## src/hdl/mbrc_pkg.sv

```systemverilog
package mbrc_pkg;

	// Input word: one value of the set, with the end-of-set mark
	typedef struct packed {
		logic [31:0] sample_value;
		logic        is_last;
	} in_word_t;

	// Result word: median of the set and its bookkeeping
	typedef struct packed {
		logic [31:0] median_value;
		logic [6:0]  values_used;
		logic        overflowed;
	} out_word_t;

	// Sequencer states
	typedef enum logic {
		ST_COLLECT,
		ST_SEEK
	} state_t;

	// Commands broadcast from the sequencer to every cell
	typedef struct packed {
		logic insert;
		logic shift;
		logic clear;
	} cell_cmd_t;

endpackage

```

## src/hdl/mbrc_ctrl.sv

```systemverilog
module mbrc_ctrl #(
	parameter int MAX_COUNT   = 64,
	parameter int VALUE_WIDTH = 32
) (
	input  logic                   clk,
	input  logic                   arst_n,
	input  logic                   start,
	input  logic                   is_last,
	input  logic [VALUE_WIDTH-1:0] head_value,
	output logic                   busy,
	output mbrc_pkg::cell_cmd_t    cmd,
	output logic                   done,
	output mbrc_pkg::out_word_t    result
);

	localparam int CW = $clog2(MAX_COUNT + 1);

	mbrc_pkg::state_t       state_q, state_d;
	logic [CW-1:0]          count_q;
	logic [CW-1:0]          count_nx;
	logic [CW-1:0]          rem_q;
	logic [CW-1:0]          used_q;
	logic                   ovf_q;
	logic                   ovf_out_q;
	logic                   done_q;
	logic [VALUE_WIDTH-1:0] median_q;
	logic                   accept;
	logic                   full;

	assign full     = (count_q == CW'(MAX_COUNT));
	assign accept   = start && (state_q == mbrc_pkg::ST_COLLECT);
	assign count_nx = count_q + CW'(accept && !full);

	// Next state
	always_comb begin
		state_d = state_q;
		case (state_q)
			mbrc_pkg::ST_COLLECT: begin
				if (accept && is_last) begin
					state_d = mbrc_pkg::ST_SEEK;
				end
			end
			mbrc_pkg::ST_SEEK: begin
				if (rem_q == '0) begin
					state_d = mbrc_pkg::ST_COLLECT;
				end
			end
			default: state_d = mbrc_pkg::ST_COLLECT;
		endcase
	end

	// Outputs and cell commands
	always_comb begin
		busy       = 1'b0;
		cmd.insert = 1'b0;
		cmd.shift  = 1'b0;
		cmd.clear  = 1'b0;
		case (state_q)
			mbrc_pkg::ST_COLLECT: begin
				cmd.insert = accept && !full;
			end
			mbrc_pkg::ST_SEEK: begin
				busy      = 1'b1;
				cmd.shift = (rem_q != '0);
				cmd.clear = (rem_q == '0);
			end
			default: busy = 1'b0;
		endcase
	end

	// Control registers: count, overflow, seek distance, strobe
	always_ff @(posedge clk or negedge arst_n) begin
		if (!arst_n) begin
			state_q   <= mbrc_pkg::ST_COLLECT;
			count_q   <= '0;
			ovf_q     <= 1'b0;
			rem_q     <= '0;
			done_q    <= 1'b0;
		end else begin
			state_q <= state_d;
			done_q  <= (state_q == mbrc_pkg::ST_SEEK) && (rem_q == '0);
			if (accept) begin
				if (is_last) begin
					count_q <= '0;
					ovf_q   <= 1'b0;
					rem_q   <= count_nx >> 1;
				end else begin
					count_q <= count_nx;
					ovf_q   <= ovf_q | full;
				end
			end else if (state_q == mbrc_pkg::ST_SEEK && rem_q != '0) begin
				rem_q <= rem_q - CW'(1);
			end
		end
	end

	// Result payload: capture set totals, then the head of the chain
	always_ff @(posedge clk) begin
		if (accept && is_last) begin
			used_q    <= count_nx;
			ovf_out_q <= ovf_q | full;
		end
		if (state_q == mbrc_pkg::ST_SEEK && rem_q == '0) begin
			median_q <= head_value;
		end
	end

	assign done                = done_q;
	assign result.median_value = 32'(median_q);
	assign result.values_used  = 7'(used_q);
	assign result.overflowed   = ovf_out_q;

endmodule

```

## config.mk

```make
export PLATFORM = sky130hd
export DESIGN_NAME = mbrc_ctrl
export DESIGN_NICKNAME = d
export VERILOG_FILES = /design/src/hdl/mbrc_pkg.sv /design/src/hdl/mbrc_ctrl.sv
export SDC_FILE = /design/constraint.sdc
export NUM_CORES = 1
export LEC_CHECK = 0
export CORE_AREA = 2 2 66 68
export CTS_BUF_LIST = sky130_fd_sc_hd__clkbuf_8
export CTS_CLUSTER_DIAMETER = 60
export DETAILED_ROUTE_END_ITERATION = 6
export DIE_AREA = 0 0 68 70
export DONT_BUFFER_PORTS = 1
export PLACE_DENSITY = 0.8
export SYNTH_ARGS = -nofsm -noshare
export SYNTH_HDL_FRONTEND = slang
export SYNTH_SLANG_ARGS = --single-unit
```

## constraint.sdc

```tcl
create_clock -name clk -period 6.6 [get_ports clk]
set_input_delay 0.99 -clock clk [delete_from_list [all_inputs] [get_ports clk]]
set_output_delay 0.99 -clock clk [all_outputs]
set_load 0.005 [all_outputs]
```

Word level (Yosys, flattened, before mapping)
Cells that the tools add are included.

Input bits: 36. Register bits: 57. Logic and storage cells: 35. Output and inout bits: 45.

Reduce and logical (&&, ||, !) cells: 10. Bitwise logic cells: 2. Mux-type cells: 11. Equal/unequal tests: 2. $add $sub $neg: 2.

Operators with widths (count): $mux W7 (4); $add A7 B1 Y7 (1); $eq A7 B7 Y1 const B (1); $logic_not A7 Y1 (1); $reduce_bool A7 Y1 (1); $sub A7 B1 Y7 const B (1); $logic_and A1 B1 Y1 (5); $mux W1 (5); $mux W2 (1); $ne A2 B2 Y1 const B (1); $pmux W1 S2 (1); $reduce_and A2 Y1 (1); $reduce_bool A2 Y1 (1); $logic_not A1 Y1 (1); $not A1 Y1 (1); $or A1 B1 Y1 (1).

Logic depth before layout (Yosys ltp)
Depth after elaboration: 6. Gate-level depth with buffers: 11. Depth with buffers taken out: 10.

Worst setup path before layout
OpenSTA, ideal clock, no wires.

Kind: flip-flop to output port. From: reg rem_q[2]. To: out cmd[0] (netlist name). Cell stages (with the launch flop): 3. Path buffers: 0. Arrival time: 3.374 ns. Slack: 2.236 ns. Path through: dfrtp_1 -> or4_4 -> nor3_1.

RTL lines: start: declaration (line mbrc_ctrl.sv:21) `logic [CW-1:0] rem_q;`; start signal: assignment (line mbrc_ctrl.sv:86) `rem_q <= count_nx >> 1;`; start signal: assignment (line mbrc_ctrl.sv:92) `rem_q <= rem_q - CW'(1);`; end: declaration (line mbrc_ctrl.sv:11) `output mbrc_pkg::cell_cmd_t cmd,`.

==> summary.txt <==
Floorplanning
  • Initial Utilization: 0.5220
  • Row count: 24
  • Die height: about 70 um
  • I/O Pins: between 80 and 90
  • Die area: 0.004760 mm2
  • Placeable Area: between 0.004 and 0.005 mm2
  • Width of the die: just under 70 um

Worst setup path
  • R2r worst-path depth: 10
  • Critical Path RT: roughly 5600 ps
  • Worst Setup EP: cmd[0]
  • R2r endpoint: rem_q[5]
  • R2r startpoint: count_q[3]
  • Setup crit start: rem_q[2]
  • Reg2Reg Setup Slack: a little under 4000 ps
  • CP Max Fanout: 34
  • Worst setup EP type: output pin
  • Kind of critical path: reg -> out
  • Arrival time at the worst endpoint: about 1900 ps
  • Crit path launch type: flip-flop

Global routing
  • Largest net degree at the start of global routing: 35
  • Gr ovfl total: 0
  • Vias in the first global route: around 1200
  • GRT Overall Usage: 0.1919
  • First-pass GRT wire length: around 6400 um
  • Initial antenna violation count: 0

Synthesis
  • Most common cell in the netlist: edfxtp_1
  • Top cell type's share of synthesized area: 0.5552
  • Post-synth EDFFs: 40
  • Top FF cell, synth: edfxtp_1
  • Post-synth ARST share: 0.2982
  • Flops & latches, synth: 57
  • Syn Inst Count: 140
  • Yosys warnings: 0
  • Synth unique cells: 35
  • Mapped Avg Cell Area: 15.45 um2
  • Top cells by count, synth: edfxtp_1 (40), dfrtp_1 (17), nor2_1 (9), nand2_1 (8), o21ai_0 (7)
  • Post-synthesis sequential area ratio: 0.7519
  • Post-Syn Nets: ~180
  • Synth area leader: edfxtp_1
  • Synth area leaders: edfxtp_1 (56%), dfrtp_1 (20%), a22o_1 (2.0%)
  • Post-synthesis cell area: about 0.0022 mm2

Final layout
  • Fillers: around 330
  • Final Instance Area: 0.002395 mm2
  • Layout Nets: 187
  • Share of cells above drive strength 1: 0.1645
  • Inserted Diodes: 0
  • Non-Filler Instances: 204
  • Growth of design area from synthesis to finish: 10.70%

Clocking
  • Clk slew on worst S/H paths: 60 ps
  • CTS tree: yes
  • CTS Buffer Depth: 2
  • Cts bufs inserted: 9
  • Post_cts resized: 0
  • # Post-CTS Setup Buffers: 0
  • Clk_lat worst skew: ~320 ps
  • Clock sinks: 57
  • H-tree depth reported by CTS: 3
  • Post-cts hold buffer count: 0
  • CTS root buf: clkbuf_8

STA
  • Setup TNS: 0 ps
  • Tcrit/Tclk final: 0.4442
  • Hold_ws: between 300 and 400 ps
  • Clk_skew: 5.231 ps
  • Final min period: approximately 3000 ps
  • Fmax: about 340 MHz
  • Max_slew headroom: 0.2620
  • RSZ-0062 raised after global routing: no
  • Slew Limit Fails: 0
  • Worst slew pin tran: about 1100 ps
  • Final setup margin: 3668 ps
  • Final Hold Fails: 0
  • # setup viols final: 0

Placed design
  • Post-DP HPWL: around 3200 um
  • Port bufs: 0
  • Placed cell areas: between 0.002 and 0.0025 mm2
  • Routability cong.: about 0.9
  • Worst slack, placed: ~3800 ps
  • Inst Count DP: about 190

Power
  • VDD IR-drop max: around 0.25 mV
  • PwrDens: between 400 and 500 mW/mm2
  • Leak pwr: around 0.0009 uW

Detailed routing
  • Met1 wire length: approximately 1700 um
  • Met3 Wirelength: approximately 520 um
  • Via Count: between 1000 and 1500
  • Number of remaining DRC errors: 0
  • Via density per instance: 6.093
  • Max layer used: met4
  • Pre-antenna DRT Iters: 5
  • WL final: approximately 4400 um
  • ANT nets after route: 0
  • DR WL/cell: 21.49 um
  • Met2 WL post-DR: between 2000 and 2500 um
  • Iter 0 DRT Violations: between 100 and 150

Run status
  • Outcome: finished clean

Run
  • Max-cap viol count: 0

Worst hold path
  • Worst Hold Class: in -> async
## cells in the final DEF, fill, tap and decap left out, types with 2 or more instances in the layout
master and n:
edfxtp_1 40, dfrtp_1 17, nor2_1 9, clkbuf_8 9
nand2_1 8, o21ai_0 7, nand3_1 6, a21oi_1 6
a22o_1 5, nor3_1 5, inv_1 4, clkinv_1 4
xor2_1 3, ha_1 3, xnor2_1 2, nor3_2 2
or2_2 2
## layer usage
metal	GRT usage	vias to the layer above
met5	0	-
met4	0.07333	0
met3	0.09984	11
met2	0.2913	98
met1	0.2294	594
li1	-	540
## how the worst min path moves through the flow
stage | from | to | slack, ps | cells after the start
floorplan | ovf_q | ovf_q | 460 | 2
global placement | ovf_q | ovf_q | 470 | 2
detailed placement | ovf_q | ovf_q | 490 | 2
CTS | arst_n | count_q[6] | 340 | 0
global route | arst_n | count_q[6] | 330 | 0
finish | arst_n | count_q[6] | 360 | 0
## report_power, final
part | internal (uW) | switching [uW] | leakage (uW)
clock network | 166 | 123 | 0.0000890
registers | 449 | 46.5 | 0.000587
logic | 64.7 | 117 | 0.000224
total | 680 | 286 | 0.000900
## stage by stage
step	utilization	power, uW
6_report	0.5779	965.9
5_1_grt	0.5779	1016
4_1_cts	0.5779	971.1
3_5_place_dp	0.5359	679.6
3_3_place_gp	0.5359	666.4
2_1_floorplan	-	635.1
## logic make-up after synthesis
family                     share of synthesized area
DFF                                           0.7519
and+or+nand+nor                               0.1012
xor gates and xnor gates                     0.02025
buffers and inverters                        0.01793
AOI/OAI and AO/OA                            0.09138
adders and majority gates                    0.01735
## flip-flops by register name, summed over array words and instances (netlist names)
name and cells:
ovf_out_q 1, state_q 1, done 1, ovf_q 1
used_q 7, median_q 32, count_q 7, rem_q 7
## critical path: stages (launching register included)
cell and delay (ps):
dfrtp_1 440, or4_4 600, nor3_2 180, buf_4 400
## cell type report
| class | count | area [um2] | area share |
|---|---|---|---|
| clock inverter | 6 | 50.05 | 0.02090 |
| timing repair buffer | 1 | 7.507 | 0.003135 |
| sequential | 57 | 1627 | 0.6792 |
| multi-input combinational | 74 | 503.0 | 0.2100 |
| clock buffer | 9 | 123.9 | 0.05172 |
| tap | 52 | 65.06 | 0.02717 |
| inverter | 5 | 18.77 | 0.007837 |
Note: power is estimated with default switching activity, not from simulation.
