<file path="src/hdl/mbrc_pkg.sv">
package mbrc_pkg;

	// Input word: one value of the set, with the end-of-set mark
	typedef struct packed {
		logic [31:0] sample_value;
		logic        is_last;
	} in_word_t;

	// Result word: median of the set and its bookkeeping
	typedef struct packed {
		logic [31:0] median_value;
		logic [6:0]  values_used;
		logic        overflowed;
	} out_word_t;

	// Sequencer states
	typedef enum logic {
		ST_COLLECT,
		ST_SEEK
	} state_t;

	// Commands broadcast from the sequencer to every cell
	typedef struct packed {
		logic insert;
		logic shift;
		logic clear;
	} cell_cmd_t;

endpackage

</file>
<file path="src/hdl/mbrc_cell.sv">
module mbrc_cell #(
	parameter int VALUE_WIDTH = 32
) (
	input  logic                   clk,
	input  logic                   arst_n,
	input  mbrc_pkg::cell_cmd_t    cmd,
	input  logic [VALUE_WIDTH-1:0] new_value,
	input  logic [VALUE_WIDTH-1:0] prev_value,
	input  logic                   prev_valid,
	input  logic                   prev_gt,
	input  logic [VALUE_WIDTH-1:0] next_value,
	input  logic                   next_valid,
	output logic [VALUE_WIDTH-1:0] value,
	output logic                   valid,
	output logic                   gt
);

	logic [VALUE_WIDTH-1:0] value_q;
	logic                   valid_q;
	logic                   take_prev;
	logic                   take_new;

	// Compare held value against the broadcast word; ties stay ahead
	assign gt        = valid_q && (value_q > new_value);
	assign take_prev = prev_valid && prev_gt;
	assign take_new  = prev_valid && !prev_gt && (!valid_q || gt);

	// Valid flag: set on insert or shift-in, drop on clear
	always_ff @(posedge clk or negedge arst_n) begin
		if (!arst_n) begin
			valid_q <= 1'b0;
		end else if (cmd.clear) begin
			valid_q <= 1'b0;
		end else if (cmd.shift) begin
			valid_q <= next_valid;
		end else if (cmd.insert && (take_prev || take_new)) begin
			valid_q <= 1'b1;
		end
	end

	// Held value: move up on insert, move down toward the head on shift
	always_ff @(posedge clk) begin
		if (cmd.shift) begin
			value_q <= next_value;
		end else if (cmd.insert) begin
			if (take_prev) begin
				value_q <= prev_value;
			end else if (take_new) begin
				value_q <= new_value;
			end
		end
	end

	assign value = value_q;
	assign valid = valid_q;

endmodule

</file>
<file path="config.mk">
export PLATFORM = sky130hd
export DESIGN_NAME = mbrc_cell
export DESIGN_NICKNAME = d
export VERILOG_FILES = /design/src/hdl/mbrc_pkg.sv /design/src/hdl/mbrc_cell.sv
export SDC_FILE = /design/constraint.sdc
export NUM_CORES = 1
export LEC_CHECK = 0
export ABC_AREA = 1
export BUFFER_PORTS_ARGS = -buffer_cell sky130_fd_sc_hd__buf_2
export CAP_MARGIN = 30
export CORE_AREA = 2 2 87 72
export CTS_CLUSTER_DIAMETER = 100
export DETAILED_ROUTE_END_ITERATION = 12
export DIE_AREA = 0 0 89 74
export PLACE_DENSITY = 0.81
export SLEW_MARGIN = 20
export SYNTH_ARGS = -nofsm -noshare
export SYNTH_HDL_FRONTEND = slang
export SYNTH_SLANG_ARGS = --single-unit
</file>
<file path="constraint.sdc">
create_clock -name clk -period 2.8 [get_ports clk]
set_clock_uncertainty 0.15 [all_clocks]
set_input_delay 0.56 -clock clk [delete_from_list [all_inputs] [get_ports clk]]
set_output_delay 0.56 -clock clk [all_outputs]
set_load 0.05 [all_outputs]
</file>
# Word-level counts from Yosys, hierarchy flattened
# Index checks and enable logic that the tools add are counted.
word_totals:
  ff_bits: 33
  out_inout_bits: 34
  wordCells: 23
op_classes:
  magnitude_cmp: 1
  mux: 7
  n_reduce_logical: 13
ops:
  columns: ["cell", "n"]
  rows:
  - ["32-bit two-way mux", 4]
  - ["32-bit greater-than comparator", 1]
  - ["3-bit nonzero test", 2]
  - ["1-bit logical AND", 5]
  - ["1-bit two-way mux", 3]
  - ["1-bit zero test", 2]
  - ["1-bit logical OR", 2]
  - ["2-bit AND reduction", 1]
  - ["2-bit nonzero test", 1]

# Logic depth before layout (Yosys ltp)
# Gate-level depths: netlist (run 1).
depth:
  word_depth: 9
  depth_mapped: 19
  mapped_depth_nobuf: 19

# Worst setup path after synthesis (run 1)
# No wires, ideal clock.
synth_timing:
  path_kind: "flip-flop to output port"
  start: "reg value_q[31] (netlist: value[31])"
  end: "out gt"
  arrival_time_ns: 2.154
  t_required_ns: 2.090
  slack_ns: -0.064
  path_stages_with_launch: 10
  n_path_buf: 0
  cell_sequence: "edfxtp_1 > ha_1 > nand2_1 > nor2_2 > nand2_2 > nor2_2 > nand2_1 > nand2_1 > nand2_1 > nor2_1"
synth_via:
  elab_chain_len: 2
synth_rtl:
  columns: ["element", "line", "source"]
  rows:
  - ["start: declaration", "mbrc_cell.sv:18", "logic [VALUE_WIDTH-1:0] value_q;"]
  - ["start signal: assignment", "mbrc_cell.sv:44", "value_q <= next_value;"]
  - ["start signal: assignment", "mbrc_cell.sv:47", "value_q <= prev_value;"]
  - ["start signal: assignment", "mbrc_cell.sv:49", "value_q <= new_value;"]
  - ["32-bit greater-than comparator", "mbrc_cell.sv:24", "assign gt = valid_q && (value_q > new_value);"]
  - ["1-bit logical AND", "mbrc_cell.sv:24", null]
  - ["end: declaration", "mbrc_cell.sv:15", "output logic gt"]
# Every way passes these cells.

# Worst setup path in the final report (run 1)
layout_timing:
  start: "reg value_q[7] (netlist: value[7])"
  end: "out gt"
# The elaborated chain is that of the path after synthesis.

==> impl_metrics.sql, run 1 <==
INSERT INTO impl_metrics (metric_group, metric, value, unit) VALUES
('final_layout', 'most-common-layout-cells', 'sky130_fd_sc_hd__buf_2, sky130_fd_sc_hd__nand2_1, sky130_fd_sc_hd__inv_1, sky130_fd_sc_hd__nor2_1', ''),
('worst_setup_path', 'critical-path-slowest-cell', 'sky130_fd_sc_hd__edfxtp_1', ''),
('clock_network', 'ctsRootBufferMaster', 'sky130_fd_sc_hd__clkbuf_8', ''),
('clock_network', 'cts_inserted_buffers', '5', ''),
('worst_setup_path', 'critical_path.endpoint_type', 'output port', ''),
('floorplan', 'die_footprint', '6586', 'um2'),
('global_route', 'globalRoute.totalOverflow', '0', ''),
('final_layout', 'fin_nets', '610', ''),
('run', 'maxCapViolations', '0', ''),
('final_layout', 'fraction_of_final_layout_cells_sized_beyond_drive_strength_1', '0.3600', ''),
('worst_setup_path', 'crit_chain', 'ha_1 > nand2_1 > nor2_2 > nand2_1 > nand2_1 > nand2_1 > nand2_1 > nand2_1 > nand2_1 > nand2_2 > nor2_2 > buf_6', ''),
('worst_setup_path', 'crit_buf_inv', '1', ''),
('worst_hold_path', 'hold_path_class', 'in2reg', ''),
('final_layout', 'insertedDiodeCount', '0', ''),
('sta', 'timing_hold_violations_final', '0', ''),
('sta', 'setup_viol', '0', ''),
('clock_network', 'clock_sinks', '33', ''),
('drt', 'drt.antenna.violating_nets', '0', ''),
('worst_setup_path', 'arrival', '1940', 'ps'),
('synthesis', 'ys_seq_elements', '33', ''),
('drt', 'firstDrtPassIters', '4', ''),
('drt', 'total_number_of_vias', '2739', ''),
('worst_setup_path', 'worst-endpoint-required', '2090', 'ps'),
('worst_setup_path', 'critPathMaxStageDelay', '390', 'ps'),
('sta', 'timing.hold.ws', '390.3', 'ps'),
('final_layout', 'synthToLayoutAreaGrowth', '35.84', '%'),
('drt', 'drt_wl_total', '6.995', 'mm'),
('placed_design', 'io_buffer_count', '137', ''),
('sta', 'timing_worst_slew_pin_value', '577.2', 'ps'),
('floorplan', 'boundaryPins', '138', ''),
('pwr', 'power.density_cell_area', '454.8', 'nW/um2'),
('worst_setup_path', 'start_kind', 'flip-flop', ''),
('clock_network', 'cts_tree', 'built', ''),
('synthesis', 'netlist_area', '2580', 'um2'),
('placed_design', 'dp_hpwl', '5.559', 'mm'),
('global_route', 'grt_start_max_net_pins', '33', ''),
('clock_network', 'worst_skew_pair.late_latency', '290', 'ps'),
('pwr', 'peakVddDrop', '0.0002398', 'V'),
('synthesis', 'mappedNetlistNets', '471', ''),
('sta', 'setup_tns', '0', 'ps'),
('sta', 'fmax', '377.2', 'MHz'),
('final_layout', 'layout_commonest_cell', 'sky130_fd_sc_hd__buf_2', ''),
('pwr', 'leakage', '1.870', 'nW'),
('status', 'outcome', 'finished clean', ''),
('floorplan', 'die-height', '74', 'um'),
('synthesis', 'synthDistinctLibCells', '23', ''),
('sta', 'final.period_utilization', '0.9469', ''),
('floorplan', 'die_w', '89', 'um'),
('worst_setup_path', 'path_class', 'reg2out', ''),
('sta', 'setup_repair_after_global_routing_missed_its_margin', 'no', ''),
('clock_network', 'cts_buffer_depth', '2', ''),
('synthesis', 'seq_area_frac_synth', '0.3822', ''),
('synthesis', 'yosys_warnings', '0', ''),
('drt', 'avgRoutedWirePerCell', '12.58', 'um'),
('global_route', 'grt_use_total', '0.2128', ''),
('synthesis', 'syn_avg_cell_area', '7.701', 'um2'),
('global_route', 'number_of_antenna_violations_at_the_first_check_in_global_routing', '0', ''),
('drt', 'drc_violation_total_after_the_first_tritonroute_iteration', '106', ''),
('drt', 'post-route-drc-count', '0', ''),
('global_route', 'wire_length_of_the_first_global_routing_pass', '10.96', 'mm'),
('sta', 'period_needed', '2651', 'ps'),
('floorplan', 'placement_rows', '25', ''),
('floorplan', 'core_region_area', '5756', 'um2'),
('worst_setup_path', 'worst-path-max-fanout', '2', ''),
('worst_setup_path', 'crit_top_cell', 'sky130_fd_sc_hd__nand2_1', ''),
('clock_network', 'clk_pin_slew', '70', 'ps'),
('sta', 'worst_slew_margin_rel', '0.6148', ''),
('sta', 'report.final.slew_viol_count', '0', ''),
('final_layout', 'fillcell_total', '561', ''),
('worst_setup_path', 'cpLargestDelayFamily', 'simple AND/OR/NAND/NOR gates', ''),
('drt', 'post_drt_via_cell_ratio', '4.926', ''),
('global_route', 'number_of_global_route_vias_before_repair', '2640', ''),
('floorplan', 'initial_utilization', '0.4483', ''),
('synthesis', 'post_synth_inst_count', '335', ''),
('placed_design', 'gp_routability_congestion', '0.7785', ''),
('clock_network', 'cts-htree-levels', '2', '');
==> worst min-delay path, stage by stage <==
cell                      delay, ps
sky130_fd_sc_hd__buf_2           90
sky130_fd_sc_hd__nor2_1          40
sky130_fd_sc_hd__nand2_1         60
sky130_fd_sc_hd__nand2_1         50
==> worst paths after layout <==
path | startpoint | endpoint | slack [ps] | cells past startpoint
setup / recovery | value[7]$_DFFE_PP_ | gt | 150 | 12
setup reg to reg | value[7]$_DFFE_PP_ | value[18]$_DFFE_PP_ | 500 | 14
hold / removal | cmd[0] | valid$_DFFE_PN0P_ | 390 | 4
hold reg to reg | valid$_DFFE_PN0P_ | valid$_DFFE_PN0P_ | 530 | 4
max in group asynchronous | arst_n | valid$_DFFE_PN0P_ | 2000 | 2
min in group asynchronous | arst_n | valid$_DFFE_PN0P_ | 410 | 2
==> per-stage QoR <==
step                cell area [um2]  setup WS, ps  cells  utilization  power [mW]
floorplan                      2582         156.2    335            -       1.010
global placement               3347         81.52    545       0.5815       1.176
detailed placement             3347         58.78    545       0.5815       1.195
CTS                            3458         17.37    554       0.6009       1.602
global route                   3505         14.26    556       0.6089       1.692
finish                         3505         148.7    556       0.6089       1.594
==> cell usage after synthesis <==
cell / n / share of area
sky130_fd_sc_hd__nand2_1: 106 / 0.15
sky130_fd_sc_hd__inv_1: 43 / 0.063
sky130_fd_sc_hd__nor2_1: 43 / 0.063
sky130_fd_sc_hd__a31oi_1: 32 / 0.078
sky130_fd_sc_hd__edfxtp_1: 32 / 0.37
sky130_fd_sc_hd__ha_1: 32 / 0.16
sky130_fd_sc_hd__a21oi_1: 12 / 0.023
sky130_fd_sc_hd__clkbuf_1: 8 / 0.012
sky130_fd_sc_hd__nor2_2: 5 / 0.012
sky130_fd_sc_hd__nand2_2: 4 / 0.0097
sky130_fd_sc_hd__buf_2: 3 / 0.0058
sky130_fd_sc_hd__nand3_1: 3 / 0.0058
sky130_fd_sc_hd__clkbuf_8: 2 / 0.011
sky130_fd_sc_hd__a21o_1: 1 / 0.0029
sky130_fd_sc_hd__a21oi_2: 1 / 0.0034
sky130_fd_sc_hd__dfrtp_1: 1 / 0.0097
sky130_fd_sc_hd__inv_2: 1 / 0.0015
sky130_fd_sc_hd__nand4_1: 1 / 0.0024
sky130_fd_sc_hd__nand4_2: 1 / 0.0048
sky130_fd_sc_hd__nor2_4: 1 / 0.0044
sky130_fd_sc_hd__o21a_2: 1 / 0.0034
sky130_fd_sc_hd__o21ai_0: 1 / 0.0019
sky130_fd_sc_hd__o21ai_1: 1 / 0.0019
==> per-layer routing <==
layer,vias up,track usage,routed length (um)
met1,1236,0.2490,3027
met4,0,0.09121,154
met3,16,0.03663,379
li1,1385,-,-
met2,102,0.3856,3434
met5,-,0,0
==> kinds of logic (layout without fill, tap and decap cells) <==
| group | after synthesis | after routing | synth area share |
|---|---|---|---|
| flops | 33 | 33 | 0.3822 |
| buf+inv | 57 | 197 | 0.09214 |
| fa+ha+maj | 32 | 32 | 0.1552 |
| simple gates | 164 | 164 | 0.2561 |
| compound gates | 49 | 49 | 0.1145 |
==> state kept, by name, indices dropped and copies added, names as in the netlist <==
name / flops
valid: 1
value: 32
==> timing repair <==
| item | in CTS | in global routing |
|---|---|---|
| setup buffers | 0 | 1 |
| endpoints found under the setup margin | 0 | 1 |
| resized for setup | 0 | 6 |
| hold endpoints to repair | 1 | 0 |
| hold buffers | 1 | 0 |
==> layout make-up <==
cell class	count	area [um2]	area share
flip-flops and latches	33	985.9	0.2813
clock buffers	7	96.34	0.02749
well taps	81	101.3	0.02892
inverters	44	165.2	0.04713
repair buffers	145	774.5	0.2210
multi-input cells	245	1376	0.3927
clock inverters	1	5.005	0.001428
==> where the power goes <==
part           internal (mW)  switching, mW  total [mW]
sequential             0.600         0.0261       0.626
clock                  0.222          0.179       0.401
combinational          0.194          0.373       0.567
No activity file was read; power rests on OpenSTA's default activity.
==> run 2, diff against run 1 <==
--- a/config.mk
+++ b/config.mk
@@ -8,12 +8,12 @@
 export ABC_AREA = 1
 export BUFFER_PORTS_ARGS = -buffer_cell sky130_fd_sc_hd__buf_2
 export CAP_MARGIN = 30
-export CORE_AREA = 2 2 87 72
+export CORE_AREA = 2 2 92 76
 export CTS_CLUSTER_DIAMETER = 100
 export DETAILED_ROUTE_END_ITERATION = 12
-export DIE_AREA = 0 0 89 74
-export PLACE_DENSITY = 0.81
-export SLEW_MARGIN = 20
+export DIE_AREA = 0 0 94 78
+export PLACE_DENSITY = 0.76
+export SLEW_MARGIN = 5
 export SYNTH_ARGS = -nofsm -noshare
 export SYNTH_HDL_FRONTEND = slang
 export SYNTH_SLANG_ARGS = --single-unit
==> constraint.sdc (replaced) <==
create_clock -name clk -period 2.3 [get_ports clk]
set_clock_uncertainty 0.15 [all_clocks]
set_input_delay 0.46 -clock clk [delete_from_list [all_inputs] [get_ports clk]]
set_output_delay 0.46 -clock clk [all_outputs]
set_load 0.05 [all_outputs]
==> impl_metrics.sql, run 2 (synthesis results as in run 1) <==
INSERT INTO impl_metrics (metric_group, metric, value, unit) VALUES
('floorplan', 'boundaryPins', '138', ''),
('drt', 'post_drt_via_cell_ratio', '4.828', ''),
('status', 'violations_in_the_final_reports', 'negative setup slack', ''),
('final_layout', 'final-instance-count-excl-fill', '587', ''),
('drt', 'post-route-drc-count', '0', ''),
('pwr', 'peakVddDrop', '0.0002440', 'V'),
('clock_network', 'clk_pin_slew', '70', 'ps'),
('final_layout', 'end_of_flow_core_utilization', '0.6227', ''),
('placed_design', 'dp_hpwl', '5.691', 'mm'),
('sta', 'post-route-worst-setup-slack', '-282.2', 'ps'),
('placed_design', 'numPlacedInstances', '561', ''),
('placed_design', 'gp_routability_congestion', '0.7905', ''),
('final_layout', 'postLayoutCellArea', '3950', 'um2'),
('floorplan', 'initial_utilization', '0.4067', ''),
('placed_design', 'cell_area_after_placement', '3482', 'um2'),
('clock_network', 'cts_inserted_buffers', '5', ''),
('sta', 'final.period_utilization', '1.123', ''),
('drt', 'drt_wl_total', '7.928', 'mm'),
('pwr', 'power.density_cell_area', '519.8', 'nW/um2'),
('final_layout', 'insertedDiodeCount', '0', ''),
('clock_network', 'clock_sinks', '33', ''),
('floorplan', 'die_w', '94', 'um'),
('pwr', 'leakage', '2.026', 'nW'),
('clock_network', 'cts_tree', 'built', ''),
('worst_setup_path', 'reg2reg_slack', '-180', 'ps'),
('worst_setup_path', 'start_kind', 'flip-flop', ''),
('worst_hold_path', 'hold_path_class', 'in2reg', ''),
('floorplan', 'die-height', '78', 'um'),
('sta', 'setup_repair_after_global_routing_missed_its_margin', 'yes', ''),
('clock_network', 'cts-htree-levels', '2', ''),
('status', 'outcome', 'finished with violations', ''),
('global_route', 'grt_use_total', '0.1987', ''),
('sta', 'report.final.slew_viol_count', '0', ''),
('clock_network', 'ctsRootBufferMaster', 'sky130_fd_sc_hd__clkbuf_8', ''),
('floorplan', 'core_region_area', '6344', 'um2'),
('drt', 'avgRoutedWirePerCell', '13.51', 'um'),
('final_layout', 'fillcell_total', '544', ''),
('clock_network', 'cts_buffer_depth', '2', ''),
('final_layout', 'largest_register_ff_count', '32', ''),
('final_layout', 'most-common-layout-cells', 'sky130_fd_sc_hd__buf_2, sky130_fd_sc_hd__nand2_1, sky130_fd_sc_hd__nor2_1, sky130_fd_sc_hd__inv_1', ''),
('run', 'maxCapViolations', '0', ''),
('placed_design', 'io_buffer_count', '137', ''),
('sta', 'period_needed', '2582', 'ps'),
('drt', 'total_number_of_vias', '2834', ''),
('sta', 'worst_slew_margin_rel', '0.5129', ''),
('clock_network', 'worst_skew_pair.late_latency', '290', 'ps'),
('final_layout', 'fraction_of_final_layout_cells_sized_beyond_drive_strength_1', '0.4354', ''),
('final_layout', 'fin_nets', '638', ''),
('drt', 'firstDrtPassIters', '4', ''),
('sta', 'setup_viol', '34', ''),
('worst_setup_path', 'worst-endpoint-required', '1690', 'ps'),
('worst_setup_path', 'arrival', '1970', 'ps'),
('global_route', 'grt_start_max_net_pins', '35', ''),
('worst_setup_path', 'critical_path.endpoint_type', 'output port', ''),
('floorplan', 'placement_rows', '26', ''),
('worst_setup_path', 'worst-path-max-fanout', '2', ''),
('sta', 'fmax', '387.3', 'MHz'),
('sta', 'timing_worst_slew_pin_value', '729.6', 'ps'),
('worst_setup_path', 'path_class', 'reg2out', ''),
('drt', 'drc_violation_total_after_the_first_tritonroute_iteration', '88', ''),
('drt', 'drt.antenna.violating_nets', '0', ''),
('global_route', 'wire_length_of_the_first_global_routing_pass', '11.47', 'mm'),
('final_layout', 'layout_commonest_cell', 'sky130_fd_sc_hd__buf_2', ''),
('global_route', 'number_of_antenna_violations_at_the_first_check_in_global_routing', '0', ''),
('final_layout', 'synthToLayoutAreaGrowth', '53.10', '%'),
('global_route', 'globalRoute.totalOverflow', '0', ''),
('floorplan', 'die_footprint', '7332', 'um2'),
('global_route', 'number_of_global_route_vias_before_repair', '2614', ''),
('sta', 'timing_hold_violations_final', '0', '');
==> run 2: cell type report <==
cell class,instances,area [um2],share of cell area
Timing Repair Buffer,169,963.4,0.2439
Tap cell,84,105.1,0.02661
Sequential cell,33,985.9,0.2496
Inverter,44,165.2,0.04181
Clock buffer,8,90.09,0.02281
Multi-Input combinational cell,249,1640,0.4153
==> run 2: critical path, stage by stage (launching register included) <==
cell                       delay, ps
sky130_fd_sc_hd__edfxtp_1        450
sky130_fd_sc_hd__ha_4            300
sky130_fd_sc_hd__nand2_1          50
sky130_fd_sc_hd__inv_2            60
sky130_fd_sc_hd__nand2_1          60
sky130_fd_sc_hd__nand2_1          50
sky130_fd_sc_hd__nand2_1          50
sky130_fd_sc_hd__nand2_1          70
sky130_fd_sc_hd__nand2_2          60
sky130_fd_sc_hd__nand2_2          60
sky130_fd_sc_hd__nand2_2          60
sky130_fd_sc_hd__nand2_2          80
sky130_fd_sc_hd__nand2_4          60
sky130_fd_sc_hd__nor2_4          120
sky130_fd_sc_hd__buf_8           150
==> run 2: metrics by stage <==
stage                     setup TNS [ps]  setup WS, ps  power (mW)  hold slack (ps)
after floorplan                    -1177        -102.8       1.238            14.41
after global placement             -7246        -244.9       1.462            94.33
after detailed placement           -8152        -253.7       1.484            90.57
after CTS                         -292.6        -286.9       1.971            294.8
after global routing               -7260        -378.0       2.169            316.0
final                              -4252        -282.2       2.053            300.8
==> run 2: final timing paths <==
check	depth (start not counted)	end	startpoint
hold / removal	4	valid$_DFFE_PN0P_	cmd[0]
max in group asynchronous	2	valid$_DFFE_PN0P_	arst_n
hold reg to reg	4	valid$_DFFE_PN0P_	valid$_DFFE_PN0P_
setup reg to reg	14	value[20]$_DFFE_PP_	value[14]$_DFFE_PP_
setup / recovery	14	gt	value[3]$_DFFE_PP_
min in group asynchronous	2	valid$_DFFE_PN0P_	arst_n
==> run 2: per-layer routing <==
layer | track usage | up-vias | routed length [um]
met5 | 0 | - | 0
li1 | - | 1445 | -
met4 | 0.07101 | 0 | 83
met3 | 0.04660 | 9 | 470
met2 | 0.3450 | 95 | 3837
met1 | 0.2391 | 1285 | 3536
==> run 2: power breakdown <==
part / switching, mW / internal, mW
Clock: 0.218 / 0.244
Combinational: 0.511 / 0.312
Sequential: 0.0374 / 0.730
Total: 0.766 / 1.29
==> run 2: repair_timing <==
item,in CTS,in global routing
pin swaps,4,24
endpoints found under the hold margin,1,0
endpoints found under the setup margin,34,34
cloned,1,3
resized for setup,9,27
buffers inserted,2,11
hold buffers,1,0
==> run 3, diff against run 2 <==
--- a/config.mk
+++ b/config.mk
@@ -8,11 +8,12 @@
 export ABC_AREA = 1
 export BUFFER_PORTS_ARGS = -buffer_cell sky130_fd_sc_hd__buf_2
 export CAP_MARGIN = 30
-export CORE_AREA = 2 2 92 76
+export CORE_AREA = 2 2 91 76
+export CTS_BUF_LIST = sky130_fd_sc_hd__clkbuf_8
 export CTS_CLUSTER_DIAMETER = 100
 export DETAILED_ROUTE_END_ITERATION = 12
-export DIE_AREA = 0 0 94 78
-export PLACE_DENSITY = 0.76
+export DIE_AREA = 0 0 93 78
+export PLACE_DENSITY = 0.77
 export SLEW_MARGIN = 5
 export SYNTH_ARGS = -nofsm -noshare
 export SYNTH_HDL_FRONTEND = slang
==> impl_metrics.sql, run 3 (synthesis results as in run 1) <==
INSERT INTO impl_metrics (metric_group, metric, value, unit) VALUES
('final_layout', 'insertedDiodeCount', '0', ''),
('sta', 'timing_hold_violations_final', '0', ''),
('worst_setup_path', 'critPathMaxStageDelay', '410', 'ps'),
('drt', 'route.top_layer_used', 'met4', ''),
('placed_design', 'io_buffer_count', '137', ''),
('global_route', 'number_of_global_route_vias_before_repair', '2718', ''),
('sta', 'final.period_utilization', '1.099', ''),
('final_layout', 'synthToLayoutAreaGrowth', '47.43', '%'),
('final_layout', 'largest_register_ff_count', '32', ''),
('clock_network', 'cts_tree', 'built', ''),
('drt', 'met2_length', '3.659', 'mm'),
('final_layout', 'fraction_of_final_layout_cells_sized_beyond_drive_strength_1', '0.4033', ''),
('floorplan', 'boundaryPins', '138', ''),
('sta', 'fmax', '395.8', 'MHz'),
('clock_network', 'clk_pin_slew', '70', 'ps'),
('sta', 'post-route-worst-setup-slack', '-226.6', 'ps'),
('global_route', 'wire_length_of_the_first_global_routing_pass', '11.74', 'mm'),
('global_route', 'globalRoute.totalOverflow', '0', ''),
('global_route', 'grt_use_total', '0.1999', ''),
('worst_setup_path', 'crit_chain', 'ha_1 > nand2_2 > nor2_1 > nor2_1 > nand3_2 > a21oi_2 > nand2_1 > nand2_2 > nor2_4 > buf_8', ''),
('pwr', 'power.density_cell_area', '512.8', 'nW/um2'),
('global_route', 'number_of_antenna_violations_at_the_first_check_in_global_routing', '0', ''),
('sta', 'setup_viol', '34', ''),
('clock_network', 'clock_sinks', '33', ''),
('worst_setup_path', 'worst_setup_path_startpoint', 'value[22]$_DFFE_PP_', ''),
('sta', 'worst_slew_margin_rel', '0.6596', ''),
('sta', 'timing_worst_slew_pin_value', '510.1', 'ps'),
('drt', 'wl_met3', '429', 'um'),
('run', 'maxCapViolations', '0', ''),
('clock_network', 'cts_buffer_depth', '2', ''),
('clock_network', 'cts-htree-levels', '2', ''),
('sta', 'timing.hold.ws', '334.4', 'ps'),
('drt', 'firstDrtPassIters', '5', ''),
('worst_setup_path', 'worst-endpoint-required', '1690', 'ps'),
('worst_setup_path', 'worst-path-max-fanout', '2', ''),
('status', 'violations_in_the_final_reports', 'negative setup slack', ''),
('worst_setup_path', 'arrival', '1920', 'ps'),
('drt', 'drt.antenna.violating_nets', '0', ''),
('clock_network', 'cts_inserted_buffers', '5', ''),
('drt', 'total_number_of_vias', '2813', ''),
('worst_setup_path', 'critical_path.endpoint_type', 'output port', ''),
('worst_setup_path', 'worst-r2r-cell-count', '13', ''),
('sta', 'period_needed', '2527', 'ps'),
('status', 'outcome', 'finished with violations', ''),
('drt', 'wire_length_on_met1', '3.224', 'mm'),
('clock_network', 'ctsRootBufferMaster', 'sky130_fd_sc_hd__clkbuf_8', ''),
('worst_hold_path', 'hold-path-cell-count', '4', ''),
('drt', 'post-route-drc-count', '0', ''),
('floorplan', 'placement_rows', '26', ''),
('pwr', 'power.total', '1.951', 'mW'),
('worst_hold_path', 'min_from', 'cmd[0]', ''),
('sta', 'report.final.slew_viol_count', '0', ''),
('worst_setup_path', 'path_class', 'reg2out', ''),
('floorplan', 'core_region_area', '6246', 'um2'),
('pwr', 'peakVddDrop', '0.0002451', 'V'),
('worst_setup_path', 'reg2reg_slack', '-110', 'ps'),
('floorplan', 'die_w', '93', 'um'),
('floorplan', 'initial_utilization', '0.4131', ''),
('placed_design', 'gp_routability_congestion', '0.7811', ''),
('worst_setup_path', 'launch_point_of_the_worst_reg_to_reg_path', 'value[23]$_DFFE_PP_', ''),
('worst_hold_path', 'hold_path_class', 'in2reg', ''),
('pwr', 'leakage', '1.966', 'nW'),
('drt', 'drt_wl_total', '7.406', 'mm'),
('sta', 'setup_repair_after_global_routing_missed_its_margin', 'yes', ''),
('final_layout', 'layout_commonest_cell', 'sky130_fd_sc_hd__buf_2', ''),
('final_layout', 'fin_nets', '627', ''),
('final_layout', 'most-common-layout-cells', 'sky130_fd_sc_hd__buf_2, sky130_fd_sc_hd__nand2_1, sky130_fd_sc_hd__inv_1, sky130_fd_sc_hd__nor2_1', ''),
('worst_setup_path', 'start_kind', 'flip-flop', ''),
('drt', 'drc_violation_total_after_the_first_tritonroute_iteration', '115', ''),
('global_route', 'grt_start_max_net_pins', '71', ''),
('clock_network', 'worst_skew_pair.late_latency', '280', 'ps'),
('worst_setup_path', 'critical-path-slowest-cell', 'sky130_fd_sc_hd__edfxtp_1', ''),
('floorplan', 'die-height', '78', 'um'),
('floorplan', 'die_footprint', '7254', 'um2'),
('drt', 'avgRoutedWirePerCell', '12.88', 'um'),
('drt', 'post_drt_via_cell_ratio', '4.892', ''),
('placed_design', 'dp_hpwl', '5.202', 'mm');
==> run 3: cell type report <==
class                   count  area, um2
multi-input cells         249       1592
clock buffers               5      68.82
fillers                   554       2442
inverters                  44      165.2
clock inverters             2      7.507
repair buffers            158      879.6
well taps                  84      105.1
flip-flops and latches     33      985.9
==> run 3: worst max-delay path, delay by kind of cell, from the launching register on <==
kind / cells / cell delay [ps]
adder cells (fa/ha/maj): 1 / 320
buffers and inverters: 1 / 140
AO/OA/AOI/OAI: 1 / 140
flip-flops: 1 / 410
AND/OR/NAND/NOR: 7 / 620
==> run 3: path summary, 6_finish.rpt <==
path,end
worst max-delay path,gt
worst min-delay path,valid$_DFFE_PN0P_
worst max register to register,value[30]$_DFFE_PP_
worst min register to register,valid$_DFFE_PN0P_
max in group asynchronous,valid$_DFFE_PN0P_
min in group asynchronous,valid$_DFFE_PN0P_
==> run 3: report_power, final <==
group | internal [mW] | switching [mW] | leakage (nW)
clock | 0.199 | 0.203 | 0.0428
combinational | 0.288 | 0.494 | 1.60
sequential | 0.730 | 0.0353 | 0.328
total | 1.22 | 0.732 | 1.97
==> run 3: per-layer routing <==
| metal | track usage | vias up |
|---|---|---|
| met5 | 0 | - |
| met4 | 0.05735 | 0 |
| met3 | 0.04369 | 14 |
| met2 | 0.3522 | 95 |
| met1 | 0.2453 | 1282 |
| li1 | - | 1422 |
==> run 3: through the flow <==
stage	setup WS, ps	cells	util	area, um2	setup TNS, ps
after floorplan	-102.8	335	-	2616	-1177
after global placement	-193.5	556	0.5515	3445	-5885
after detailed placement	-224.7	556	0.5515	3445	-7358
after CTS	-210.9	571	0.5940	3710	-210.9
after global routing	-321.8	575	0.6090	3804	-7150
final	-226.6	575	0.6090	3804	-3572
==> run 3: timing repair <==
action | 4_1_cts | 5_1_grt
gates resized for setup | 19 | 9
buffers inserted | 4 | 2
gates cloned | 3 | 1
hold buffers | 1 | 0
pin swaps | 14 | 9
hold endpoints to repair | 1 | 0
setup endpoints to repair | 33 | 34
